$ cat config.mk
export PLATFORM = sky130hd
export DESIGN_NAME = zigbee_api_frame_encoder
export DESIGN_NICKNAME = d
export VERILOG_FILES = /design/src/rtl/core/zafe_pkg.sv /design/src/rtl/core/zafe_front.sv /design/src/rtl/core/zafe_queue.sv /design/src/rtl/core/zafe_back.sv /design/src/rtl/core/zigbee_api_frame_encoder.sv
export SDC_FILE = /design/constraint.sdc
export NUM_CORES = 1
export LEC_CHECK = 0
export BUFFER_PORTS_ARGS = -buffer_cell sky130_fd_sc_hd__buf_2
export CAP_MARGIN = 20
export CORE_ASPECT_RATIO = 0.6
export CORE_MARGIN = 5
export CORE_UTILIZATION = 33
export CTS_CLUSTER_SIZE = 24
export DETAILED_ROUTE_END_ITERATION = 8
export PLACE_DENSITY = 0.59
export SETUP_SLACK_MARGIN = 0.4
export SYNTH_ARGS = -nofsm -noshare
export SYNTH_HDL_FRONTEND = slang
export SYNTH_SLANG_ARGS = --single-unit
$ cat constraint.sdc
create_clock -name clk -period 14.3 [get_ports clk]
set_input_delay 3.575 -clock clk [delete_from_list [all_inputs] [get_ports clk]]
set_output_delay 3.575 -clock clk [all_outputs]
set_load 0.02 [all_outputs]
$ cat src/rtl/core/zafe_pkg.sv
// Shared types and constants for the API-mode radio frame encoder.
package zafe_pkg;

    // One input word: a frame start with header fields, or one payload byte.
    typedef struct packed {
        logic        start_of_frame;
        logic [7:0]  frame_type;
        logic [7:0]  msg_id;
        logic [63:0] dest_addr64;
        logic [15:0] dest_addr16;
        logic [7:0]  payload_length;
        logic [7:0]  data_byte;
    } in_word_t;

    // One output word: one encoded byte on the serial line.
    typedef struct packed {
        logic [7:0] out_byte;
        logic       run_last;
        logic       frame_end;
        logic [1:0] status;
    } out_word_t;

    // Status codes.
    localparam logic [1:0] ST_OK       = 2'd0;
    localparam logic [1:0] ST_BAD_TYPE = 2'd1;
    localparam logic [1:0] ST_NO_FRAME = 2'd2;

    // Frame types and fixed bytes.
    localparam logic [7:0] FT_AT_CMD     = 8'h08;
    localparam logic [7:0] FT_TX_REQ     = 8'h10;
    localparam logic [7:0] FT_REMOTE_AT  = 8'h17;
    localparam logic [7:0] START_DELIM   = 8'h7E;
    localparam logic [7:0] REMOTE_AT_OPT = 8'h02;
    localparam logic [7:0] ZERO_BYTE     = 8'h00;

    // Bytes of type plus header counted in the length field.
    localparam logic [8:0] HDR_LEN_AT  = 9'd2;
    localparam logic [8:0] HDR_LEN_TX  = 9'd14;
    localparam logic [8:0] HDR_LEN_RAT = 9'd13;

    // Header burst lengths in output bytes: delimiter, length, type and header.
    localparam logic [4:0] HDR_STEPS_AT  = 5'd5;
    localparam logic [4:0] HDR_STEPS_TX  = 5'd17;
    localparam logic [4:0] HDR_STEPS_RAT = 5'd16;
    localparam logic [4:0] HDR_STEPS_NONE = 5'd0;

    // Kinds of work handed from the front to the back.
    typedef enum logic [1:0] {
        CMD_FRAME,
        CMD_DATA,
        CMD_ERR_TYPE,
        CMD_ERR_DATA
    } cmd_kind_t;

    // One command for the back end: everything needed to emit an item's bytes.
    typedef struct packed {
        cmd_kind_t   kind;
        logic [7:0]  frame_type;
        logic [7:0]  msg_id;
        logic [63:0] dest_addr64;
        logic [15:0] dest_addr16;
        logic [8:0]  frame_len;
        logic [4:0]  hdr_steps;
        logic [7:0]  data_byte;
        logic        has_data;
        logic        close;
    } cmd_t;

    // Depth of the command queue between front and back.
    localparam int CMD_QUEUE_DEPTH = 2;

endpackage

$ cat src/rtl/core/zafe_front.sv
// Front end: accepts input words, tracks frame state and classifies each word.
module zafe_front #(
    parameter int MAX_PAYLOAD = 255
) (
    input  logic              clk,
    input  logic              rst_n,
    input  logic              take,
    input  zafe_pkg::in_word_t item,
    output zafe_pkg::cmd_t    cmd
);

    logic       in_frame_reg;
    logic       in_frame_next;
    logic [7:0] bytes_left_reg;
    logic [7:0] bytes_left_next;
    logic [7:0] plen_sat;
    logic [7:0] left_dec;

    // Classify the word and work out the frame state it leaves behind.
    always_comb
    begin
        plen_sat = (item.payload_length > 8'(MAX_PAYLOAD)) ? 8'(MAX_PAYLOAD)
                                                           : item.payload_length;
        left_dec = (bytes_left_reg != 8'd0) ? bytes_left_reg - 8'd1 : 8'd0;

        cmd.kind        = zafe_pkg::CMD_ERR_DATA;
        cmd.frame_type  = item.frame_type;
        cmd.msg_id      = item.msg_id;
        cmd.dest_addr64 = item.dest_addr64;
        cmd.dest_addr16 = item.dest_addr16;
        cmd.frame_len   = 9'd0;
        cmd.hdr_steps   = zafe_pkg::HDR_STEPS_NONE;
        cmd.data_byte   = item.data_byte;
        cmd.has_data    = 1'b0;
        cmd.close       = 1'b0;

        in_frame_next   = in_frame_reg;
        bytes_left_next = bytes_left_reg;

        if (item.start_of_frame)
        begin
            cmd.kind     = zafe_pkg::CMD_FRAME;
            cmd.has_data = (plen_sat != 8'd0);
            cmd.close    = (plen_sat <= 8'd1);
            unique case (item.frame_type)
                zafe_pkg::FT_AT_CMD:
                begin
                    cmd.hdr_steps = zafe_pkg::HDR_STEPS_AT;
                    cmd.frame_len = zafe_pkg::HDR_LEN_AT + 9'(plen_sat);
                end
                zafe_pkg::FT_TX_REQ:
                begin
                    cmd.hdr_steps = zafe_pkg::HDR_STEPS_TX;
                    cmd.frame_len = zafe_pkg::HDR_LEN_TX + 9'(plen_sat);
                end
                zafe_pkg::FT_REMOTE_AT:
                begin
                    cmd.hdr_steps = zafe_pkg::HDR_STEPS_RAT;
                    cmd.frame_len = zafe_pkg::HDR_LEN_RAT + 9'(plen_sat);
                end
                default:
                begin
                    cmd.kind     = zafe_pkg::CMD_ERR_TYPE;
                    cmd.has_data = 1'b0;
                    cmd.close    = 1'b0;
                end
            endcase

            if (cmd.kind == zafe_pkg::CMD_ERR_TYPE)
            begin
                in_frame_next   = 1'b0;
                bytes_left_next = 8'd0;
            end
            else
            begin
                in_frame_next   = (plen_sat > 8'd1);
                bytes_left_next = (plen_sat > 8'd1) ? plen_sat - 8'd1 : 8'd0;
            end
        end
        else if (in_frame_reg)
        begin
            // Payload byte inside an open frame; the last one closes it.
            cmd.kind     = zafe_pkg::CMD_DATA;
            cmd.has_data = 1'b1;
            cmd.close    = (left_dec == 8'd0);
            in_frame_next   = (left_dec != 8'd0);
            bytes_left_next = left_dec;
        end
    end

    // Frame state registers.
    always_ff @(posedge clk or negedge rst_n)
    begin
        if (!rst_n)
        begin
            in_frame_reg   <= 1'b0;
            bytes_left_reg <= 8'd0;
        end
        else if (take)
        begin
            in_frame_reg   <= in_frame_next;
            bytes_left_reg <= bytes_left_next;
        end
    end

endmodule

$ cat src/rtl/core/zafe_queue.sv
// Short command queue between the front end and the back end.
module zafe_queue (
    input  logic           clk,
    input  logic           rst_n,
    input  logic           push,
    input  zafe_pkg::cmd_t push_cmd,
    output logic           full,
    input  logic           pop,
    output logic           not_empty,
    output zafe_pkg::cmd_t head
);

    localparam int PtrW = $clog2(zafe_pkg::CMD_QUEUE_DEPTH);

    zafe_pkg::cmd_t     entry_reg [zafe_pkg::CMD_QUEUE_DEPTH];
    logic [PtrW-1:0]    wr_ptr_reg;
    logic [PtrW-1:0]    rd_ptr_reg;
    logic [PtrW:0]      count_reg;

    assign full      = (count_reg == (PtrW+1)'(zafe_pkg::CMD_QUEUE_DEPTH));
    assign not_empty = (count_reg != '0);
    assign head      = entry_reg[rd_ptr_reg];

    // Entry storage holds payload only.
    always_ff @(posedge clk)
    begin
        if (push)
        begin
            entry_reg[wr_ptr_reg] <= push_cmd;
        end
    end

    // Pointers and fill count.
    always_ff @(posedge clk or negedge rst_n)
    begin
        if (!rst_n)
        begin
            wr_ptr_reg <= '0;
            rd_ptr_reg <= '0;
            count_reg  <= '0;
        end
        else
        begin
            if (push)
            begin
                wr_ptr_reg <= wr_ptr_reg + 1'b1;
            end
            if (pop)
            begin
                rd_ptr_reg <= rd_ptr_reg + 1'b1;
            end
            if (push && !pop)
            begin
                count_reg <= count_reg + 1'b1;
            end
            else if (pop && !push)
            begin
                count_reg <= count_reg - 1'b1;
            end
        end
    end

endmodule

$ cat src/rtl/core/zafe_back.sv
// Back end: steps through each command and emits one encoded byte per cycle unless the result side stalls.
module zafe_back (
    input  logic                clk,
    input  logic                rst_n,
    input  logic                cmd_valid,
    input  zafe_pkg::cmd_t      cmd,
    output logic                cmd_pop,
    output logic                result_valid,
    input  logic                result_stall,
    output zafe_pkg::out_word_t result
);

    localparam logic [4:0] STEP_DELIM   = 5'd0;
    localparam logic [4:0] STEP_LEN_HI  = 5'd1;
    localparam logic [4:0] STEP_LEN_LO  = 5'd2;
    localparam logic [4:0] STEP_TYPE    = 5'd3;
    localparam logic [4:0] STEP_ID      = 5'd4;
    localparam logic [4:0] STEP_ADDR64  = 5'd5;
    localparam logic [4:0] STEP_A16_HI  = 5'd13;
    localparam logic [4:0] STEP_A16_LO  = 5'd14;
    localparam logic [4:0] STEP_OPT_A   = 5'd15;
    localparam logic [4:0] STEP_OPT_B   = 5'd16;

    logic [4:0]          step_reg;
    logic [4:0]          step_next;
    logic [7:0]          sum_reg;
    logic [7:0]          sum_next;
    logic                result_valid_reg;
    logic                result_valid_next;
    zafe_pkg::out_word_t result_reg;
    zafe_pkg::out_word_t result_next;

    logic       advance;
    logic       fire;
    logic       is_err;
    logic       is_hdr;
    logic       is_data;
    logic       is_check;
    logic       last;
    logic       summed;
    logic [4:0] last_step;
    logic [2:0] addr_sel;
    logic [7:0] hdr_byte;
    logic [7:0] emit_byte;

    assign advance = !result_valid_reg || !result_stall;
    assign fire    = advance && cmd_valid;
    assign cmd_pop = fire && last;

    // Header byte at the current step.
    always_comb
    begin
        addr_sel = 3'd7 - 3'(step_reg - STEP_ADDR64);
        hdr_byte = zafe_pkg::ZERO_BYTE;
        unique case (step_reg) inside
            STEP_DELIM:  hdr_byte = zafe_pkg::START_DELIM;
            STEP_LEN_HI: hdr_byte = {7'd0, cmd.frame_len[8]};
            STEP_LEN_LO: hdr_byte = cmd.frame_len[7:0];
            STEP_TYPE:   hdr_byte = cmd.frame_type;
            STEP_ID:     hdr_byte = cmd.msg_id;
            [STEP_ADDR64:STEP_ADDR64+5'd7]:
                hdr_byte = cmd.dest_addr64[{addr_sel, 3'b000} +: 8];
            STEP_A16_HI: hdr_byte = cmd.dest_addr16[15:8];
            STEP_A16_LO: hdr_byte = cmd.dest_addr16[7:0];
            STEP_OPT_A:
                hdr_byte = (cmd.frame_type == zafe_pkg::FT_REMOTE_AT)
                           ? zafe_pkg::REMOTE_AT_OPT : zafe_pkg::ZERO_BYTE;
            STEP_OPT_B:  hdr_byte = zafe_pkg::ZERO_BYTE;
            default:     hdr_byte = zafe_pkg::ZERO_BYTE;
        endcase
    end

    // Decide what this step emits and whether it ends the command.
    always_comb
    begin
        is_err    = (cmd.kind == zafe_pkg::CMD_ERR_TYPE) ||
                    (cmd.kind == zafe_pkg::CMD_ERR_DATA);
        is_hdr    = !is_err && (step_reg < cmd.hdr_steps);
        is_data   = !is_err && !is_hdr && cmd.has_data && (step_reg == cmd.hdr_steps);
        is_check  = !is_err && !is_hdr && !is_data;
        last_step = cmd.hdr_steps + 5'(cmd.has_data) + 5'(cmd.close) - 5'd1;
        last      = is_err || (step_reg == last_step);
        summed    = is_data || (is_hdr && (step_reg >= STEP_TYPE));

        if (is_hdr)
        begin
            emit_byte = hdr_byte;
        end
        else if (is_data)
        begin
            emit_byte = cmd.data_byte;
        end
        else if (is_check)
        begin
            emit_byte = ~sum_reg;
        end
        else
        begin
            emit_byte = zafe_pkg::ZERO_BYTE;
        end
    end

    // Next values for the step counter, checksum and output register.
    always_comb
    begin
        step_next         = step_reg;
        sum_next          = sum_reg;
        result_valid_next = result_valid_reg;
        result_next       = result_reg;

        if (advance)
        begin
            result_valid_next = cmd_valid;
        end

        if (fire)
        begin
            step_next = last ? 5'd0 : step_reg + 5'd1;

            if (cmd.kind == zafe_pkg::CMD_FRAME && step_reg == STEP_DELIM)
            begin
                sum_next = 8'd0;
            end
            else if (summed)
            begin
                sum_next = sum_reg + emit_byte;
            end

            result_next.out_byte  = emit_byte;
            result_next.run_last  = last;
            result_next.frame_end = is_check;
            if (cmd.kind == zafe_pkg::CMD_ERR_TYPE)
            begin
                result_next.status = zafe_pkg::ST_BAD_TYPE;
            end
            else if (cmd.kind == zafe_pkg::CMD_ERR_DATA)
            begin
                result_next.status = zafe_pkg::ST_NO_FRAME;
            end
            else
            begin
                result_next.status = zafe_pkg::ST_OK;
            end
        end
    end

    // Control registers.
    always_ff @(posedge clk or negedge rst_n)
    begin
        if (!rst_n)
        begin
            step_reg         <= 5'd0;
            sum_reg          <= 8'd0;
            result_valid_reg <= 1'b0;
        end
        else
        begin
            step_reg         <= step_next;
            sum_reg          <= sum_next;
            result_valid_reg <= result_valid_next;
        end
    end

    // Output word register.
    always_ff @(posedge clk)
    begin
        result_reg <= result_next;
    end

    assign result_valid = result_valid_reg;
    assign result       = result_reg;

endmodule

$ cat src/rtl/core/zigbee_api_frame_encoder.sv
// Top level of the API-mode radio frame encoder.
//
//   channel  | direction | handshake                   | word
//   item     | in        | item_valid / item_stall     | zafe_pkg::in_word_t
//   result   | out       | result_valid / result_stall | zafe_pkg::out_word_t
//
// Unless stalled, the back end emits one byte per cycle: a payload word gives one
// byte, or two when it closes the frame; a known-type start word gives 5, 16 or
// 17 header bytes, any first payload byte and, for a short payload, the checksum.
// The front takes a word each cycle while the two-entry command queue has room.
// Reset empties the queue and clears the frame state; no clearing pass is needed.
// A stall on the result side holds the output register and backs up into the
// queue, which then stalls the item side.
module zigbee_api_frame_encoder #(
    parameter int MAX_PAYLOAD = 255
) (
    input  logic                clk,
    input  logic                rst_n,
    input  logic                item_valid,
    output logic                item_stall,
    input  zafe_pkg::in_word_t  item,
    output logic                result_valid,
    input  logic                result_stall,
    output zafe_pkg::out_word_t result
);

    zafe_pkg::cmd_t new_cmd;
    zafe_pkg::cmd_t head_cmd;
    logic           take;
    logic           queue_full;
    logic           queue_not_empty;
    logic           queue_pop;

    assign item_stall = queue_full;
    assign take       = item_valid && !queue_full;

    // Front end: classify accepted words.
    zafe_front #(
        .MAX_PAYLOAD (MAX_PAYLOAD)
    ) u_front (
        .clk   (clk),
        .rst_n (rst_n),
        .take  (take),
        .item  (item),
        .cmd   (new_cmd)
    );

    // Command queue.
    zafe_queue u_queue (
        .clk       (clk),
        .rst_n     (rst_n),
        .push      (take),
        .push_cmd  (new_cmd),
        .full      (queue_full),
        .pop       (queue_pop),
        .not_empty (queue_not_empty),
        .head      (head_cmd)
    );

    // Back end: byte sequencer and output register.
    zafe_back u_back (
        .clk          (clk),
        .rst_n        (rst_n),
        .cmd_valid    (queue_not_empty),
        .cmd          (head_cmd),
        .cmd_pop      (queue_pop),
        .result_valid (result_valid),
        .result_stall (result_stall),
        .result       (result)
    );

endmodule

After elaboration in Yosys (flattened, before gate mapping)
Memories as Yosys holds them, arrays and structs flattened.
Cells that the tools add are included.
{ "classes": {"addsub": 16, "magnitude_cmp": 7, "eq_ne": 17, "shifts": 1, "mux": 31, "n_bitwise": 1, "reduce_logical": 38} }
{ "op_table": {"columns": ["operator", "count"], "rows": [
  ["$mux W8", 11],
  ["$pmux W8 S9", 1],
  ["$shiftx A64 B7 Y8", 1],
  ["$pmux W14 S3", 1],
  ["$eq A8 B5 Y1 const B", 3],
  ["$reduce_bool A8 Y1", 3],
  ["$mux W2", 11],
  ["$add A4 B8 Y9 const A", 2],
  ["$sub A8 B1 Y8 const B", 2],
  ["$eq A5 B4 Y1 const B", 3],
  ["$mux W14", 1],
  ["$logic_and A1 B1 Y1", 13],
  ["$add A5 B1 Y5", 2],
  ["$eq A5 B2 Y1 const B", 2],
  ["$eq A5 B5 Y1", 2],
  ["$add A2 B8 Y9 const A", 1],
  ["$add A8 B8 Y8", 1],
  ["$eq A2 B2 Y1 const B", 4],
  ["$eq A8 B4 Y1 const B", 1],
  ["$gt A8 B1 Y1 const B", 1],
  ["$gt A8 B8 Y1 const B", 1],
  ["$le A8 B1 Y1 const B", 1],
  ["$logic_not A1 Y1", 8],
  ["$logic_not A8 Y1", 1],
  ["22 further kinds", 34]
]} }
{ "word_totals": {"ff_bits": 39, "ramBits": 244, "word_cells": 124, "memories": 1} }
{ "mem_list": {"columns": ["memory", "depth", "width", "rd", "rd_ports_with_merged_regs", "write_ports", "line", "rtl"], "rows": [
  ["u_queue.entry_reg", 2, 122, 1, 0, 1, "zafe_queue.sv:15", "zafe_pkg::cmd_t entry_reg [zafe_pkg::CMD_QUEUE_DEPTH];"]
]} }

Longest topological paths before layout
An unclocked memory read counts as a cell.
{ "logic_depth": {"ltp_word": 17, "ltp_mapped": 25, "mapped_depth_nobuf": 19} }

By module
Synthesis repeated with hierarchy kept, for this count alone.
{ "unflattened": {"cells_unflattened": 967, "hier_area_um2": 14201.1} }
{ "modules_own_cells": {"columns": ["module", "instances", "cells_each", "area_each_um2"], "rows": [
  ["zafe_queue", 1, 396, 9282.7],
  ["zafe_back", 1, 295, 2845.2],
  ["zafe_front", 1, 275, 2059.5],
  ["zigbee_api_frame_encoder", 1, 1, 13.8]
]} }

Least setup slack after synthesis
Ideal clock, no wire load.
{ "synth_timing": {"path_kind": "input to register", "startpoint": "input item_valid", "endpoint": "memory u_queue.entry_reg[0][0] (netlist bit) (enable)", "t_arrival_ns": 8.668, "t_required_ns": 13.700, "path_slack_ns": 5.032, "path_stages": 2, "n_path_buf": 0, "path_cell_list": "nand2_1 -> nor2_1"} }
{ "synth_via": {"elab_chain_len": 3} }
{ "synth_rtl": {"columns": ["element", "line", "rtl"], "rows": [
  ["start: declaration", "zigbee_api_frame_encoder.sv:19", "input logic item_valid,"],
  ["$logic_and A1 B1 Y1", "zigbee_api_frame_encoder.sv:35", "assign take = item_valid && !queue_full;"],
  ["$mux W1", "zafe_queue.sv:27", "if (push)"],
  ["$mux W1 (implied by the code)", "zafe_queue.sv:29", "entry_reg[wr_ptr_reg] <= push_cmd;"],
  ["end: declaration", "zafe_queue.sv:15", null]
]} }
No other way between the ends.

Final worst setup path
{ "layout_timing": {"startpoint": "register u_queue.rd_ptr_reg", "endpoint": "register u_back.sum_reg[6]"} }
{ "layout_via": {"elab_chain_len": 17, "elab_cells_between_ends": 30, "cone_classes": "1 x add/sub; 1 x order compare; 4 x eq/ne; 1 x shift; 7 x mux; 15 x reduce/logical; 1 x memory"} }
{ "layout_rtl": {"columns": ["element", "line", "rtl"], "rows": [
  ["start: declaration", "zafe_queue.sv:17", "logic [PtrW-1:0] rd_ptr_reg;"],
  ["start signal: assignment", "zafe_queue.sv:50", "rd_ptr_reg <= rd_ptr_reg + 1'b1;"],
  ["$mem_v2 Z2 W122 *", null, null],
  ["branches (longest 12 deep; another with $lt A5 B5 Y1)", null, null],
  ["$mux W8 *", "zafe_back.sv:85", "if (is_hdr)"],
  ["via u_back.emit_byte[0]", "zafe_back.sv:44", "logic [7:0] emit_byte;"],
  ["$add A8 B8 Y8 *", "zafe_back.sv:126", "sum_next = sum_reg + emit_byte;"],
  ["$mux W8 *", "zafe_back.sv:124", "else if (summed)"],
  ["$mux W8 *", "zafe_back.sv:120", "if (cmd.kind == zafe_pkg::CMD_FRAME && step_reg == STEP_DELIM)"],
  ["end signal: assignment", "zafe_back.sv:159", "sum_reg <= sum_next;"],
  ["end: declaration", "zafe_back.sv:26", "logic [7:0] sum_reg;"]
]} }
Mark *: on every way through the listed nets, which the timed path passes. The select of a mux whose other input is x is not followed.
A chain may end at the register's enable or synchronous reset.

==> qor.txt <==
PortBufs = 130
r2r setup slk = 8610 ps
Synth Instances = 811
Max Cap Viol = 0
clock transition at the registers of the reported paths = 60 ps
Max VDD drop = 0.0798 mV
RePlAce Congestion = 0.815
Clk pwr share = 25.7%
initial antenna violation count = 2
Iter 0 DRT Violations = 644
CP Launch Type = flip-flop
Slew @ Worst Pin = 1170 ps
WL final = 29800 µm
Netlist cell types = 67
DP Area = 13500 µm²
Final min period = 5690 ps
CORE AREA = 36600 µm²
M1 WL = 14600 µm
Seq/Total Area, Yosys = 66.9%
Root Driver = clkbuf_16
Worst EP arrival = 6110 ps
H-tree level count = 1
most frequent cells in the layout = edfxtp_1 (252), buf_2 (130), nand2_1 (40)
Multi-input gate area = 3810 µm²
switching power of the nets = 812 µW
Setup Viol. Count Final = 0
critical path data required time = 14720 ps
fillcell total = 3461
max layer used = met4
Worst setup EP type = flip-flop
worst-skew pair later-pin latency = 540 ps
Post-synth EDFFs = 252
FP Rows = 54
GRT Residual Overflow = 0
Post-CTS Setup Repair Bufs = 0
Syn Nets = 957
DR vias/cell = 5.10
First-pass DRT Iterations = 5
DRT antenna net count = 0
Setup crit start = u_queue.rd_ptr_reg
vias in the first global route = 7371
number of cells upsized or downsized after cts = 0
layout cell share with drive strength beyond 1 = 23.5%
commonest non-fill, non-tap cell in the layout = edfxtp_1
worst r2r src = u_queue.rd_ptr_reg
Final Power = 2.61 mW
switch share = 31.1%
sequential cell area = 8250 µm²
cts bufs inserted = 26
area of the die = 41500 µm²
# nets final = 1088
CP Class = reg2reg
setup_tns = 0 ps
metal3 WL = 2000 µm
die width = 260 µm
RSZ-0062 raised after global routing = false
Final HPWL DP = 20800 µm
GRT Resource Usage Total = 14.1%
CP max stage cell = buf_4
final instance area = 14300 µm²
largest net degree at the start of global routing = 69
Hold Crit Start = u_back.sum_reg[2]
Worst Hold Class = reg2reg
Comb power frac = 28.5%
period utilization = 39.8%
Max Freq = 0.176 GHz
Die Ht = 160 µm
CTS Hold Bufs = 0
total clock sinks = 279
CP Max Fanout = 53
Final Max Slew Viols = 0
Internal = 1.80 mW
total number of vias = 7471
initial core utilization = 33.7%
Pleak = 5.09 nW
Reg power frac = 45.8%
synthesized flop and latch total = 279
crit-path cells = buf_4 > buf_4 > mux2i_1 > ha_1 > nor4bb_1 > nand3_1 > a211oi_1 > a211o_1 > o21ai_1 > ha_1 > inv_1 > fa_1 > nor2_1 > o21ai_0 > nand2b_1 > a21o_1 > a21oi_1 > xor2_1 > o21ai_0
Synth async-reset ratio = 9.68%
CP max stage delay = 770 ps
max reg flops = 240
Slew headroom = 21.5%
Mapped Avg Cell Area = 15.2 µm²
final hold violation count = 0
Top FF cell, synth = edfxtp_1
DR WL met2 = 12800 µm
Clock Skew = 16.8 ps
yosys warns = 0
outcome = finished clean
drt drc = 0
Max Buffers Root-to-Sink = 3
P&R area growth vs syn = 16.3%
mapped cell area = 12300 µm²
Routed WL per cell = 20.3 µm
I/O pin total = 131
CTS tree = yes
first-pass GRT wire length = 45400 µm
power per cell area = 182 nW/µm²
## Yosys cell counts, drive strengths merged (11+ instances only)
master | n | area, µm²
a211oi | 21 | 158
a21oi | 34 | 170
a22oi | 13 | 97.6
buf | 19 | 120
clkbuf | 19 | 71.3
dfrtp | 27 | 676
edfxtp | 252 | 7570
ha | 27 | 338
inv | 26 | 97.6
mux2i | 39 | 390
mux4 | 33 | 743
nand2 | 40 | 150
nand3 | 11 | 60.1
nor2 | 38 | 143
nor2b | 15 | 93.8
nor3 | 15 | 85.1
o21ai | 38 | 194
o22ai | 16 | 100
xnor2 | 15 | 139
xor2 | 13 | 114
## layout make-up
cell class	count	area share, %
diodes	1	0.0175
clock buffers	34	4.89
clock inverters	13	0.759
inverters	27	0.707
multi-input cells	467	26.6
flip-flops and latches	279	57.5
well taps	504	4.40
repair buffers	141	5.11
## metal layers
metal,vias to the layer above,global-route usage (%)
li1,3459,-
met1,3745,22.3
met5,-,0
met4,0,2.47
met3,36,2.94
met2,231,20.2
## logic make-up (layout without fill, tap and decap cells)
| logic type | count (synthesis) | after routing | synth area share (%) |
|---|---|---|---|
| multiplexers | 77 | 77 | 9.68 |
| XOR/XNOR | 28 | 28 | 2.05 |
| flip-flops | 279 | 279 | 66.9 |
| AND/OR/NAND/NOR | 166 | 166 | 7.01 |
| AO/OA/AOI/OAI | 167 | 167 | 8.96 |
| other | 0 | 1 | 0 |
| buffers and inverters | 65 | 215 | 2.37 |
| adder cells (fa/ha/maj) | 29 | 29 | 3.06 |
## critical path: cells and delay by family, from the launching register on
family	cells	cell delay [ps]
buf+inv	3	1440
flops	1	390
compound gates	7	1330
simple gates	4	1040
mux	1	270
fa+ha+maj	3	880
xor+xnor	1	160
## worst paths after layout
kind | to | cells past startpoint
max | u_back.sum_reg[6] | 19
min | u_back.sum_reg[2] | 2
max reg2reg | u_back.sum_reg[6] | 19
min reg2reg | u_back.sum_reg[2] | 2
max in group asynchronous | u_queue.rd_ptr_reg | 1
min in group asynchronous | u_back.sum_reg[4] | 1
## through the flow
stage | util [%] | setup slack (ps) | hold WS (ps) | instances
after floorplan | - | 5030 | 479 | 811
after global placement | 36.9 | 8410 | 503 | 1417
after detailed placement | 36.9 | 8340 | 505 | 1417
after CTS | 39.1 | 8570 | 521 | 1464
after global routing | 39.2 | 8060 | 550 | 1466
final | 39.2 | 8610 | 514 | 1466
## power groups by stage
stage                     clock, mW  combinational, mW  sequential, mW
after detailed placement          0              0.758            1.21
final                         0.671              0.745            1.19
after global routing          0.727              0.823            1.21
after CTS                     0.692              0.760            1.20
after floorplan                   0              0.534            1.23
after global placement            0              0.748            1.21
No activity file was read; power rests on OpenSTA's default activity.
